--- config.mk ---
export PLATFORM = sky130hd
export DESIGN_NAME = debounced_two_key_combination_lock_unit
export DESIGN_NICKNAME = d
export VERILOG_FILES = /design/src/dklk_pkg.sv /design/src/dklk_debounce.sv /design/src/dklk_entry.sv /design/src/debounced_two_key_combination_lock_unit.sv
export SDC_FILE = /design/constraint.sdc
export NUM_CORES = 1
export LEC_CHECK = 0
export BUFFER_PORTS_ARGS = -buffer_cell sky130_fd_sc_hd__buf_2
export CAP_MARGIN = 20
export CORE_UTILIZATION = 50
export DETAILED_ROUTE_END_ITERATION = 8
export HOLD_SLACK_MARGIN = 0.1
export PLACE_DENSITY = 0.68
export SLEW_MARGIN = 5
export SYNTH_ARGS = -nofsm -noshare
export SYNTH_HDL_FRONTEND = slang
export SYNTH_SLANG_ARGS = --single-unit
--- constraint.sdc ---
create_clock -name clk -period 17 [get_ports clk]
set_input_delay 2.55 -clock clk [delete_from_list [all_inputs] [get_ports clk]]
set_output_delay 2.55 -clock clk [all_outputs]
set_load 0.01 [all_outputs]
--- src/dklk_pkg.sv ---
`timescale 1ns / 1ps
`default_nettype none
// ----------------------------------------------------------------------------
// dklk_pkg: shared types and constants of the two-key combination lock
// Widths, register indexes, reset values and mask helpers.
// ----------------------------------------------------------------------------
package dklk_pkg;

    localparam int MAX_CODE_BITS = 16;
    localparam int HISTORY_BITS  = 8;

    localparam int DEB_W   = 4;
    localparam int LEN_W   = 5;
    localparam int CFG_W   = 5;
    localparam int INDEX_W = 2;

    // register indexes of the configuration port
    localparam logic [INDEX_W-1:0] REG_DEBOUNCE = 2'd0;
    localparam logic [INDEX_W-1:0] REG_CODE_LEN = 2'd1;

    localparam logic [DEB_W-1:0] DEBOUNCE_RESET = 4'd6;
    localparam logic [LEN_W-1:0] CODE_LEN_RESET = 5'd6;

    // new debounced presses found by the two key lanes
    typedef struct packed {
        logic key1;
        logic key0;
    } press_t;

    // one result item, last field in the lowest bits
    typedef struct packed {
        logic             locked_now;
        logic             unlocked_now;
        logic             wrong_code;
        logic [LEN_W-1:0] entry_count;
        logic             press_taken;
        logic             locked;
    } result_t;

    // ones in the low n bits of the sample history
    function automatic logic [HISTORY_BITS-1:0] window_mask(input logic [DEB_W-1:0] n);
        logic [HISTORY_BITS-1:0] m;
        for (int i = 0; i < HISTORY_BITS; i++) begin
            m[i] = (DEB_W'(i) < n);
        end
        return m;
    endfunction

    // ones in the low n bits of a code word
    function automatic logic [MAX_CODE_BITS-1:0] code_mask(input logic [LEN_W-1:0] n);
        logic [MAX_CODE_BITS-1:0] m;
        for (int i = 0; i < MAX_CODE_BITS; i++) begin
            m[i] = (LEN_W'(i) < n);
        end
        return m;
    endfunction

endpackage
`default_nettype wire

--- src/dklk_debounce.sv ---
`timescale 1ns / 1ps
`default_nettype none
// ----------------------------------------------------------------------------
// dklk_debounce: one key lane
// Keeps the sample history and debounced level of one key and flags a new
// debounced press in the tick that completes it.
// ----------------------------------------------------------------------------
module dklk_debounce
    import dklk_pkg::*;
(
    input  wire logic             clk,
    input  wire logic             rst_n,
    input  wire logic             step,
    input  wire logic             level,
    input  wire logic [DEB_W-1:0] deb_eff,
    output logic                  press
);

    logic [HISTORY_BITS-1:0] hist_reg;
    logic [HISTORY_BITS-1:0] hist_next;
    logic                    held_reg;
    logic                    held_next;
    logic [HISTORY_BITS-1:0] win;
    logic                    all_on;
    logic                    all_off;

    // shift in the new sample and look at the window
    always_comb
    begin
        win       = window_mask(deb_eff);
        hist_next = {hist_reg[HISTORY_BITS-2:0], level};
        all_on    = ((hist_next & win) == win);
        all_off   = ((hist_next & win) == '0);
        press     = all_on && !held_reg;
        held_next = held_reg;
        if (all_on)
        begin
            held_next = 1'b1;
        end
        else if (all_off)
        begin
            held_next = 1'b0;
        end
    end

    // lane state moves only on an input transfer
    always_ff @(posedge clk or negedge rst_n)
    begin
        if (!rst_n)
        begin
            hist_reg <= '0;
            held_reg <= 1'b0;
        end
        else if (step)
        begin
            hist_reg <= hist_next;
            held_reg <= held_next;
        end
    end

endmodule
`default_nettype wire

--- src/dklk_entry.sv ---
`timescale 1ns / 1ps
`default_nettype none
// ----------------------------------------------------------------------------
// dklk_entry: merge of the key lanes into the code entry
// Records presses (key0 first), stores or checks a full entry and keeps
// the lock mode.
// ----------------------------------------------------------------------------
module dklk_entry
    import dklk_pkg::*;
(
    input  wire logic             clk,
    input  wire logic             rst_n,
    input  wire logic             step,
    input  wire press_t           press,
    input  wire logic [LEN_W-1:0] len_eff,
    output result_t               result
);

    logic                     lock_reg;
    logic                     lock_next;
    logic [MAX_CODE_BITS-1:0] code_reg;
    logic [MAX_CODE_BITS-1:0] code_next;
    logic [MAX_CODE_BITS-1:0] bits_reg;
    logic [MAX_CODE_BITS-1:0] bits_next;
    logic [LEN_W-1:0]         cnt_reg;
    logic [LEN_W-1:0]         cnt_next;
    logic [MAX_CODE_BITS-1:0] m;
    logic                     taken;
    logic                     wrong;
    logic                     opened;
    logic                     closed;

    // record presses, then act on a full entry
    always_comb
    begin
        m         = code_mask(len_eff);
        lock_next = lock_reg;
        code_next = code_reg;
        bits_next = bits_reg;
        cnt_next  = cnt_reg;
        taken     = 1'b0;
        wrong     = 1'b0;
        opened    = 1'b0;
        closed    = 1'b0;
        if (press.key0 && (cnt_next < len_eff))
        begin
            bits_next = {bits_next[MAX_CODE_BITS-2:0], 1'b1};
            cnt_next  = cnt_next + LEN_W'(1);
            taken     = 1'b1;
        end
        if (press.key1 && (cnt_next < len_eff))
        begin
            bits_next = {bits_next[MAX_CODE_BITS-2:0], 1'b0};
            cnt_next  = cnt_next + LEN_W'(1);
            taken     = 1'b1;
        end
        if (cnt_next >= len_eff)
        begin
            if (!lock_reg)
            begin
                code_next = bits_next & m;
                lock_next = 1'b1;
                closed    = 1'b1;
            end
            else if ((bits_next & m) == (code_reg & m))
            begin
                code_next = '0;
                lock_next = 1'b0;
                opened    = 1'b1;
            end
            else
            begin
                wrong = 1'b1;
            end
            bits_next = '0;
            cnt_next  = '0;
        end
        result.locked       = lock_next;
        result.press_taken  = taken;
        result.entry_count  = cnt_next;
        result.wrong_code   = wrong;
        result.unlocked_now = opened;
        result.locked_now   = closed;
    end

    // entry and lock state
    always_ff @(posedge clk or negedge rst_n)
    begin
        if (!rst_n)
        begin
            lock_reg <= 1'b0;
            code_reg <= '0;
            bits_reg <= '0;
            cnt_reg  <= '0;
        end
        else if (step)
        begin
            lock_reg <= lock_next;
            code_reg <= code_next;
            bits_reg <= bits_next;
            cnt_reg  <= cnt_next;
        end
    end

endmodule
`default_nettype wire

--- src/debounced_two_key_combination_lock_unit.sv ---
`timescale 1ns / 1ps
`default_nettype none
// ----------------------------------------------------------------------------
// debounced_two_key_combination_lock_unit: two-key combination lock
// Each input transfer is one sample tick of both keys: s_tdata bit 0 is
// key0, bit 1 is key1. Two debounce lanes work side by side, one per key,
// and the entry stage merges their presses into the code entry.
// Every input transfer gives exactly one result transfer on m_*.
// The block takes one item per cycle while s_tready is high; lane
// update, entry and code compare all settle in the cycle of the input
// transfer. Results wait in a two-entry output queue, so the block still
// takes one more item while a result is stalled; s_tready drops only
// with two results waiting on a stalled receiver. Configuration
// (cfg_wr_en, cfg_index, cfg_data) is to be written by the user while
// idle; the block does not enforce it. Index 0 debounce_samples, index 1
// code_length; other indexes ignored. Reset: histories, debounced levels,
// entry and stored code cleared, setting mode, debounce_samples and
// code_length back to 6, queue empty.
// ----------------------------------------------------------------------------
module debounced_two_key_combination_lock_unit
    import dklk_pkg::*;
(
    input  wire logic               clk,
    input  wire logic               rst_n,
    // input stream
    input  wire logic               s_tvalid,
    output logic                    s_tready,
    input  wire logic [7:0]         s_tdata,   // [0] key0_level, [1] key1_level
    // output stream
    output logic                    m_tvalid,
    input  wire logic               m_tready,
    output logic [15:0]             m_tdata,   // [0] locked, [1] press_taken,
                                               // [6:2] entry_count, [7] wrong_code,
                                               // [8] unlocked_now, [9] locked_now
    // configuration
    input  wire logic               cfg_wr_en,
    input  wire logic [INDEX_W-1:0] cfg_index,
    input  wire logic [CFG_W-1:0]   cfg_data
);

    logic [DEB_W-1:0] deb_reg;
    logic [LEN_W-1:0] len_reg;
    logic [DEB_W-1:0] deb_eff;
    logic [LEN_W-1:0] len_eff;
    logic             step;
    press_t           press;
    result_t          result;
    result_t          head_reg;
    result_t          tail_reg;
    logic [1:0]       cnt_reg;
    logic             pop;

    // configuration registers
    always_ff @(posedge clk or negedge rst_n)
    begin
        if (!rst_n)
        begin
            deb_reg <= DEBOUNCE_RESET;
            len_reg <= CODE_LEN_RESET;
        end
        else if (cfg_wr_en)
        begin
            case (cfg_index)
                REG_DEBOUNCE: deb_reg <= cfg_data[DEB_W-1:0];
                REG_CODE_LEN: len_reg <= cfg_data;
                default:      ;
            endcase
        end
    end

    // clamp the settings to their working ranges
    always_comb
    begin
        deb_eff = deb_reg;
        if (deb_reg == '0)
        begin
            deb_eff = DEB_W'(1);
        end
        else if (deb_reg > DEB_W'(HISTORY_BITS))
        begin
            deb_eff = DEB_W'(HISTORY_BITS);
        end
        len_eff = len_reg;
        if (len_reg == '0)
        begin
            len_eff = LEN_W'(1);
        end
        else if (len_reg > LEN_W'(MAX_CODE_BITS))
        begin
            len_eff = LEN_W'(MAX_CODE_BITS);
        end
    end

    assign s_tready = (cnt_reg != 2'd2);
    assign step     = s_tvalid && s_tready;

    // key lanes
    dklk_debounce u_lane0 (
        .clk     (clk),
        .rst_n   (rst_n),
        .step    (step),
        .level   (s_tdata[0]),
        .deb_eff (deb_eff),
        .press   (press.key0)
    );

    dklk_debounce u_lane1 (
        .clk     (clk),
        .rst_n   (rst_n),
        .step    (step),
        .level   (s_tdata[1]),
        .deb_eff (deb_eff),
        .press   (press.key1)
    );

    // merge stage
    dklk_entry u_entry (
        .clk     (clk),
        .rst_n   (rst_n),
        .step    (step),
        .press   (press),
        .len_eff (len_eff),
        .result  (result)
    );

    // two-entry output queue
    assign pop      = m_tvalid && m_tready;
    assign m_tvalid = (cnt_reg != 2'd0);
    assign m_tdata  = {6'd0, head_reg};

    always_ff @(posedge clk or negedge rst_n)
    begin
        if (!rst_n)
        begin
            cnt_reg <= 2'd0;
        end
        else if (step && !pop)
        begin
            cnt_reg <= cnt_reg + 2'd1;
        end
        else if (pop && !step)
        begin
            cnt_reg <= cnt_reg - 2'd1;
        end
    end

    // queue payload
    always_ff @(posedge clk)
    begin
        if (step && !pop)
        begin
            if (cnt_reg == 2'd0)
            begin
                head_reg <= result;
            end
            else
            begin
                tail_reg <= result;
            end
        end
        else if (pop && !step)
        begin
            head_reg <= tail_reg;
        end
        else if (pop && step)
        begin
            if (cnt_reg == 2'd1)
            begin
                head_reg <= result;
            end
            else
            begin
                head_reg <= tail_reg;
                tail_reg <= result;
            end
        end
    end

endmodule
`default_nettype wire

==> key figures, run 1 <==
Global routing
  • First-pass GRT wire length: 21290 um
  • Met3 Track Usage GR: 4.576%
  • Met2 usage: 38.53%
  • Total track usage: 24.50%
  • Initial antenna violation count: 0
  • Global routing's busiest layer: met2
  • Met1 Track Usage GR: 33.63%
  • Vias in the first global route: 4194
  • Grt ovf: 0
  • Largest net degree at the start of global routing: 66

Die
  • Die X-Extent: 105.5 um
  • Row cnt: 37
  • Ports: 38
  • Core footprint: 0.01037 mm^2
  • Initial Util: 51.67%
  • Die Footprint: 0.01113 mm^2
  • Die Y: approximately 110 um

Clock network
  • Post-CTS Hold Buffers: 0
  • Post-CTS Resized: 0
  • CTS tree: built
  • Clock Path Buffers: 2
  • Htree depth: 3
  • TritonCTS Sinks: 85
  • Setup repair bufs after CTS: 0
  • Reg clk slew, reported paths: 80 ps
  • Root Driver: clkbuf_8
  • Later-pin clock latency in the skew report: around 360 ps
  • TritonCTS Buffers: 9

STA
  • Final hold slack: 510.2 ps
  • Final setup vio count: 0
  • Fin Clk Skew: 11.32 ps
  • Max Freq: about 0.12 GHz
  • Tcrit/Tclk final: 50.74%
  • Final setup margin: 8375 ps
  • Worst slew margin: 38.75%
  • Slew @ Worst Pin: 913.1 ps
  • RSZ-0062 raised after global routing: false
  • Slew Viols, Final: 0
  • Final Hold Vio Count: 0
  • Setup TNS: 0 ps
  • Crit path time final: 8625 ps

Power and ir drop
  • Int Pwr: 0.5308 mW
  • NetSw: about 0.4 mW
  • Design Power: 0.9380 mW
  • Flop pwr share: between 40% and 50%
  • Worst vdd ir: between 0.06 and 0.07 mV
  • PwrDens: roughly 160 mW/mm^2
  • Sw frac: a little over two fifths
  • Clock share of power: 14.3%
  • Combinational fraction of design power: 45.7%
  • LEAKAGE: approximately 2.5 nW

Synthesis
  • Yosys cell types: 78
  • Register area share after synthesis: 41.66%
  • Synth area leader: dfrtp_1
  • Post-synth top area share: approximately 28%
  • Count leader, synth: nand2_1
  • Cells after synthesis: 581
  • #FFs+latches synth: 85
  • Asr flop ratio synth: around 76%
  • Mean post-synth cell area: between 9 and 10 um^2
  • Top area cells in the synthesized netlist: dfrtp_1 (28%), edfxtp_1 (11%), nand2_1 (6.8%)
  • Post-synth EDFFs: 20
  • Mapped cell area: 0.005358 mm^2
  • Top post-synthesis cells by count: nand2_1 (97), dfrtp_1 (61), o21ai_0 (42)
  • Yosys warning count: 0
  • Main flop type after synthesis: dfrtp_1

Setup path
  • Crit-path max cell delay: 720 ps
  • Setup CP Type: input port to flop
  • CP most frequent cell: inv_1
  • Critical path buffers and inverters: 5
  • Crit path DAT: approximately 8900 ps
  • Crit. End Element: flop
  • Max FO, Critical Path: 27
  • Required @ worst endpoint: about 17000 ps
  • CP max stage cell: nor2_2
  • Startpoint types: input port
  • Crit path max-delay family: simple AND/OR/NAND/NOR gates

Route
  • Vias per std cell: 6.052
  • Iter 0 DRT Violations: 407
  • Final ANT Viol Nets: 0
  • TritonRoute pass-1 iters: 5
  • Final WL: between 10000 and 15000 um
  • # DRC: 0
  • Wirelength per Cell: 17.25 um
  • DR vias: between 4000 and 5000

Cells and area
  • Core Util, Final: 55.01%
  • Fillers: 975
  • Synth-to-Final Area Change: 6.469%
  • Share of cells above drive strength 1: 14.88%
  • Antenna Cells: 0
  • NumNets Final: about 630

Placed design
  • Routability cong.: about 0.94
  • Final HPWL DP: 8738 um
  • IO Port Bufs: 25
  • DP Worst Slack: 8021 ps

Status
  • Status: completed

Job
  • # Max-Cap Violations: 0

Worst hold path
  • Worst min path class: flop to flop
[per-stage QoR]
step	instances	area, um^2
5_1_grt	734	5704
3_5_place_dp	718	5524
3_3_place_gp	718	5524
4_1_cts	734	5704
2_1_floorplan	586	5376
6_report	734	5704
[logic make-up after synthesis]
| logic type | count (synthesis) | share of synthesized area (%) |
|---|---|---|
| AOI/OAI and AO/OA | 175 | 23.56 |
| adders and majority gates | 20 | 4.671 |
| other | 1 | 0.06999 |
| muxes | 20 | 4.320 |
| and+or+nand+nor | 193 | 16.79 |
| DFF | 85 | 41.66 |
| xor gates and xnor gates | 18 | 2.943 |
| buffers and inverters | 69 | 5.978 |
[placed cells by master, fill, tap and decap left out, types with 13 or more instances in the layout]
cell type  netlist  final
nand2_1         97     97
dfrtp_1         61     61
o21ai_0         42     42
nor2_1          36     36
inv_1           31     31
a21oi_1         26     26
buf_2            6     25
ha_1            20     20
edfxtp_1        20     20
xnor2_1         13     13
o22ai_1         13     13
[worst min-delay path: stages, from the launching register on]
cell and delay [ps]:
dfrtp_1 340, o21ai_0 80, o31ai_1 60
[power by group through the flow]
stage,registers (mW),logic (mW),clock network (mW)
finish,0.376,0.428,0.134
global route,0.387,0.476,0.147
CTS,0.373,0.426,0.138
detailed placement,0.377,0.423,0
global placement,0.375,0.414,0
floorplan,0.350,0.338,0
[worst paths after layout]
check | slack [ps] | cells after the start | startpoint | end
worst max-delay path | 8370 | 25 | s_tdata[0] | u_entry.code_reg[14]$_DFFE_PN0P_
worst min-delay path | 510 | 2 | u_lane0.held_reg$_DFFE_PN0P_ | u_lane0.held_reg$_DFFE_PN0P_
worst max register to register | 8830 | 27 | len_reg[4]$_DFFE_PN0P_ | u_entry.code_reg[14]$_DFFE_PN0P_
worst min register to register | 510 | 2 | u_lane0.held_reg$_DFFE_PN0P_ | u_lane0.held_reg$_DFFE_PN0P_
max in group asynchronous | 14090 | 2 | rst_n | u_entry.bits_reg[0]$_DFFE_PN0P_
min in group asynchronous | 2350 | 2 | rst_n | u_lane1.hist_reg[2]$_DFFE_PN0P_
[cell type report]
cell class                 instances  area [um^2]  area share, %
tap                              136        170.2          2.983
sequential                        85         2232          39.13
clock inverter                     3        21.27         0.3729
clock buffer                      13        158.9          2.786
inverter                          34        127.6          2.237
multi-input combinational        432         2824          49.51
timing repair buffer              31        170.2          2.983
[layer usage]
layer / vias up / part of all wire, % / wire (um)
met2: 176 / 46 / 5826
met3: 21 / 6.6 / 836
met5: - / 0 / 0
met1: 2123 / 45 / 5759
met4: 0 / 1.9 / 242
li1: 2122 / - / -
(Power assumes the default switching activity.)
==> run 2, diff against run 1 <==
==> constraint.sdc (replaced) <==
create_clock -name clk -period 8.1 [get_ports clk]
set_input_delay 1.215 -clock clk [delete_from_list [all_inputs] [get_ports clk]]
set_output_delay 1.215 -clock clk [all_outputs]
set_load 0.01 [all_outputs]
==> key figures, run 2 (same netlist as run 1, synthesis figures left out) <==
Status
  • Status: completed

Global routing
  • Vias in the first global route: 4275
  • Initial antenna violation count: 0
  • First-pass GRT wire length: between 20000 and 25000 um
  • Largest net degree at the start of global routing: 66
  • Grt ovf: 0
  • Total track usage: about a quarter

Setup path
  • Required @ worst endpoint: 8350 ps
  • Crit path max-delay family: compound AO/OA/AOI/OAI gates
  • Flop2flop setup slack: approximately 1000 ps
  • Setup CP Type: flop to flop
  • Critical path buffers and inverters: 3
  • Max FO, Critical Path: 16
  • R2r startpoint: len_reg[4]$_DFFE_PN0P_
  • Critical path depth in cells: 26
  • CP Capture Point: u_entry.code_reg[15]$_DFFE_PN0P_
  • Worst r2r path cells: 26
  • Crit path DAT: 7360 ps
  • Startpoint types: flop
  • Crit. Startpoint: len_reg[4]$_DFFE_PN0P_
  • CP max stage cell: a2111oi_2
  • R2R Path End: u_entry.code_reg[15]$_DFFE_PN0P_
  • Crit-path max cell delay: ~500 ps
  • Crit. End Element: flop

Cells and area
  • NumNets Final: 638
  • Commonest non-fill, non-tap cells in the layout: nand2_1 (97), dfrtp_1 (61), o21ai_0 (42)
  • Antenna Cells: 0
  • Synth-to-Final Area Change: 7.800%
  • Share of cells above drive strength 1: 15.75%
  • Commonest non-fill, non-tap cell in the layout: nand2_1

Power and ir drop
  • Sw frac: 42.43%
  • Combinational fraction of design power: 44.9%
  • Int Pwr: 1.164 mW
  • NetSw: 0.8575 mW
  • Flop pwr share: 38.7%
  • PwrDens: 349.9 mW/mm^2
  • Worst vdd ir: 0.1417 mV
  • LEAKAGE: 2.531 nW
  • Clock share of power: 16.4%
  • Design Power: 2.021 mW

STA
  • Slew Viols, Final: 0
  • Worst slew margin: about two fifths
  • Max Freq: around 0.14 GHz
  • Final setup vio count: 0
  • Slew @ Worst Pin: slightly below 900 ps
  • RSZ-0062 raised after global routing: false
  • Fin Clk Skew: around 15 ps
  • Crit path time final: 7108 ps
  • Tcrit/Tclk final: approximately 88%
  • Setup TNS: 0 ps
  • Final Hold Vio Count: 0

Clock network
  • Reg clk slew, reported paths: 80 ps
  • TritonCTS Sinks: 85
  • Post-CTS Resized: 0
  • Root Driver: clkbuf_8
  • TritonCTS Buffers: 9
  • Setup repair bufs after CTS: 0
  • CTS tree: built
  • Later-pin clock latency in the skew report: between 300 and 400 ps
  • Clock Path Buffers: 2
  • Htree depth: 3
  • Post-CTS Hold Buffers: 0

Route
  • Final WL: approximately 13000 um
  • Iter 0 DRT Violations: 335
  • Final ANT Viol Nets: 0
  • # DRC: 0
  • Vias per std cell: 6.008
  • TritonRoute pass-1 iters: 5
  • Wirelength per Cell: 17.05 um
  • DR vias: 4440

Placed design
  • Final HPWL DP: 8858 um
  • Routability cong.: 0.9289
  • IO Port Bufs: 25

Die
  • Ports: 38
  • Row cnt: 37
  • Initial Util: 51.67%
  • Die Footprint: 0.01113 mm^2
  • Die Y: 105.5 um
  • Core footprint: 0.01037 mm^2
  • Die X-Extent: 105.5 um

Job
  • # Max-Cap Violations: 0

Worst hold path
  • Worst min path class: flop to flop
==> run 2: cell count changes in the layout (fill, tap and decap cells not counted), sizes merged <==
cell / previous run / this run
clkbuf: 13 / 9
bufinv: 0 / 2
buf: 31 / 36
clkinv: 4 / 6
==> run 2: worst min-delay path by stage <==
| stage | to | slack, ps | cells after the start | from |
|---|---|---|---|---|
| after floorplan | u_lane0.held_reg$_DFFE_PN0P_ | 470 | 2 | u_lane0.held_reg$_DFFE_PN0P_ |
| after global placement | u_entry.code_reg[5]$_DFFE_PN0P_ | 490 | 1 | u_entry.code_reg[5]$_DFFE_PN0P_ |
| after detailed placement | u_entry.code_reg[5]$_DFFE_PN0P_ | 490 | 1 | u_entry.code_reg[5]$_DFFE_PN0P_ |
| after CTS | u_entry.code_reg[13]$_DFFE_PN0P_ | 520 | 1 | u_entry.code_reg[13]$_DFFE_PN0P_ |
| after global routing | u_entry.code_reg[12]$_DFFE_PN0P_ | 540 | 1 | u_entry.code_reg[12]$_DFFE_PN0P_ |
| final | u_entry.code_reg[1]$_DFFE_PN0P_ | 520 | 1 | u_entry.code_reg[1]$_DFFE_PN0P_ |
==> run 2: power by group through the flow <==
| stage | combinational, mW | clock, mW | sequential [mW] |
|---|---|---|---|
| 4_1_cts | 0.907 | 0.338 | 0.780 |
| 2_1_floorplan | 0.710 | 0 | 0.734 |
| 3_5_place_dp | 0.903 | 0 | 0.787 |
| 3_3_place_gp | 0.882 | 0 | 0.782 |
| 5_1_grt | 1.02 | 0.357 | 0.807 |
| 6_report | 0.907 | 0.331 | 0.783 |
==> run 2: worst reg2reg max path: cells and delay by family, from the launching register on <==
kind,cells,cell delay (ps)
and+or+nand+nor,9,2270
DFF,1,350
adders and majority gates,3,890
xor gates and xnor gates,2,550
buffers and inverters,3,430
AOI/OAI and AO/OA,9,2500
==> run 2: area by class of cell <==
class                   instances  area [um^2]
fillers                       952         4594
repair buffers                 36        207.7
clock buffers                   9        123.9
multi-input cells             432         2824
well taps                     136        170.2
inverters                      34        127.6
clock inverters                 7        90.09
flip-flops and latches         85         2232
==> run 2: routing by layer <==
metal  track usage (%)  part of all wire [%]  routed length, um  vias up
met5                 0                     0                  0        -
met4             7.044                   1.7                220        0
li1                  -                     -                  -     2141
met1             35.26                    47               5966     2146
met2             39.00                    45               5695      137
met3             4.267                   5.7                720       16
==> run 2: per-stage QoR <==
step	hold slack, ps	setup slack [ps]	utilization [%]	cells	instance area (um^2)
after floorplan	469.4	878.8	-	586	5376
after global placement	487.3	1138	53.63	723	5562
after detailed placement	494.4	997.8	53.63	723	5562
after CTS	517.3	968.6	55.69	739	5776
after global routing	539.7	241.2	55.69	739	5776
final	516.4	992.5	55.69	739	5776
==> run 3, diff against run 2 <==
--- a/config.mk
+++ b/config.mk
@@ -5,12 +5,11 @@
 export SDC_FILE = /design/constraint.sdc
 export NUM_CORES = 1
 export LEC_CHECK = 0
-export BUFFER_PORTS_ARGS = -buffer_cell sky130_fd_sc_hd__buf_2
 export CAP_MARGIN = 20
 export CORE_UTILIZATION = 50
 export DETAILED_ROUTE_END_ITERATION = 8
+export DONT_BUFFER_PORTS = 1
 export HOLD_SLACK_MARGIN = 0.1
-export PLACE_DENSITY = 0.68
 export SLEW_MARGIN = 5
 export SYNTH_ARGS = -nofsm -noshare
 export SYNTH_HDL_FRONTEND = slang
==> key figures, run 3 (same netlist as run 1, synthesis figures left out) <==
Setup path
  • CP max stage cell: a2111oi_2
  • Crit path DAT: 7410 ps
  • Required @ worst endpoint: 8360 ps
  • Startpoint types: flop
  • Max FO, Critical Path: 16
  • Crit-path max cell delay: 520 ps
  • Setup CP Type: flop to flop
  • Crit. End Element: flop

Cells and area
  • Core Util, Final: a little over half
  • Synth-to-Final Area Change: 5.675%
  • Antenna Cells: 0
  • Register area: approximately 0.0022 mm^2
  • Fillers: 969
  • Share of cells above drive strength 1: 12.11%
  • Commonest non-fill, non-tap cell in the layout: nand2_1
  • Commonest non-fill, non-tap cells in the layout: nand2_1 (97), dfrtp_1 (61), o21ai_0 (42)
  • NumNets Final: a little over 600
  • Multi-input logic area: 0.002824 mm^2

Worst hold path
  • Worst min path class: flop to flop

Route
  • TritonRoute pass-1 iters: 5
  • Final ANT Viol Nets: 0
  • Final WL: 12970 um
  • Vias per std cell: 6.060
  • DR vias: 4327
  • Iter 0 DRT Violations: 293
  • Wirelength per Cell: 18.17 um
  • # DRC: 0

Clock network
  • Htree depth: 3
  • Clock Path Buffers: 2
  • Post-CTS Hold Buffers: 0
  • CTS tree: built
  • TritonCTS Sinks: 85
  • Later-pin clock latency in the skew report: 370 ps
  • Post-CTS Resized: 0
  • Reg clk slew, reported paths: approximately 90 ps
  • Root Driver: clkbuf_8
  • TritonCTS Buffers: 9
  • Setup repair bufs after CTS: 0

Power and ir drop
  • LEAKAGE: about 2.4 nW
  • Combinational fraction of design power: 42.9%
  • NetSw: between 0.8 and 0.9 mW
  • Flop pwr share: 40.0%
  • Worst vdd ir: 0.1450 mV
  • Design Power: about 2.0 mW
  • Clock share of power: between 15 and 20%
  • Sw frac: 42.48%
  • Int Pwr: 1.156 mW
  • PwrDens: between 300 and 400 mW/mm^2

Global routing
  • Initial antenna violation count: 0
  • Grt ovf: 0
  • Vias in the first global route: 4091
  • First-pass GRT wire length: roughly 21000 um
  • Total track usage: around 25%
  • Largest net degree at the start of global routing: 66

Placed design
  • IO Port Bufs: 0
  • Routability cong.: approximately 0.93
  • Final HPWL DP: 9029 um
  • DP Worst Slack: 961.7 ps

STA
  • Setup TNS: 0 ps
  • Worst slew margin: 57.23%
  • Slew Viols, Final: 0
  • Final setup vio count: 0
  • Final Hold Vio Count: 0
  • Crit path time final: 7150 ps
  • RSZ-0062 raised after global routing: false
  • Tcrit/Tclk final: 88.27%
  • Fin Clk Skew: about 15 ps
  • Slew @ Worst Pin: 640.1 ps
  • Final hold slack: 507.8 ps
  • Max Freq: 0.1399 GHz
  • Final setup margin: 950.2 ps

Die
  • Core footprint: 0.01037 mm^2
  • Initial Util: 51.67%
  • Die Y: roughly 110 um
  • Die X-Extent: 105.5 um
  • Die Footprint: 0.01113 mm^2
  • Row cnt: 37
  • Ports: 38

Job
  • # Max-Cap Violations: 0

Status
  • Status: completed
## run 3: changes by cell type in the layout (fill, tap and decap cells not counted), sizes merged
cell,delta
clkbuf,+2
clkinvlp,+1
clkinv,-3
buf,-25
## run 3: worst paths after layout
check	to	cells past startpoint	slack [ps]	start
setup reg to reg	u_entry.code_reg[15]$_DFFE_PN0P_	27	950	len_reg[4]$_DFFE_PN0P_
max in group asynchronous	len_reg[1]$_DFFE_PN1P_	0	7370	rst_n
setup / recovery	u_entry.code_reg[15]$_DFFE_PN0P_	27	950	len_reg[4]$_DFFE_PN0P_
min in group asynchronous	u_lane1.hist_reg[3]$_DFFE_PN0P_	0	540	rst_n
hold / removal	u_entry.code_reg[5]$_DFFE_PN0P_	1	510	u_entry.code_reg[5]$_DFFE_PN0P_
hold reg to reg	u_entry.code_reg[5]$_DFFE_PN0P_	1	510	u_entry.code_reg[5]$_DFFE_PN0P_
## run 3: metrics by stage
stage,std cells,instance area [um^2]
floorplan,586,5376
global placement,698,5436
detailed placement,698,5436
CTS,714,5662
global route,714,5662
finish,714,5662
## run 3: critical path: cells and delay by family, from the launching register on
family          cells  cell delay [ps]
compound gates      9             2530
simple gates        9             2150
fa+ha+maj           3              770
buf+inv             4              720
xor+xnor            2              490
flops               1              360
## run 3: area by class of cell
| cell class | instances | share of cell area [%] |
|---|---|---|
| Multi-Input combinational cell | 432 | 49.88 |
| Sequential cell | 85 | 39.43 |
| Tap cell | 136 | 3.006 |
| Clock buffer | 11 | 2.497 |
| Inverter | 34 | 2.254 |
| Clock inverter | 5 | 1.481 |
| Timing Repair Buffer | 11 | 1.459 |
## run 3: power by group through the flow
stage	sequential (mW)	clock, mW	combinational, mW
finish	0.805	0.343	0.862
detailed placement	0.807	0	0.856
CTS	0.800	0.350	0.860
global route	0.827	0.369	0.957
floorplan	0.734	0	0.710
global placement	0.802	0	0.840
## run 3: routing by layer
layer / GRT usage (%) / wire length (um)
met3: 4.020 / 695
met5: 0 / 0
met2: 37.69 / 5842
met1: 36.50 / 6273
met4: 7.937 / 158
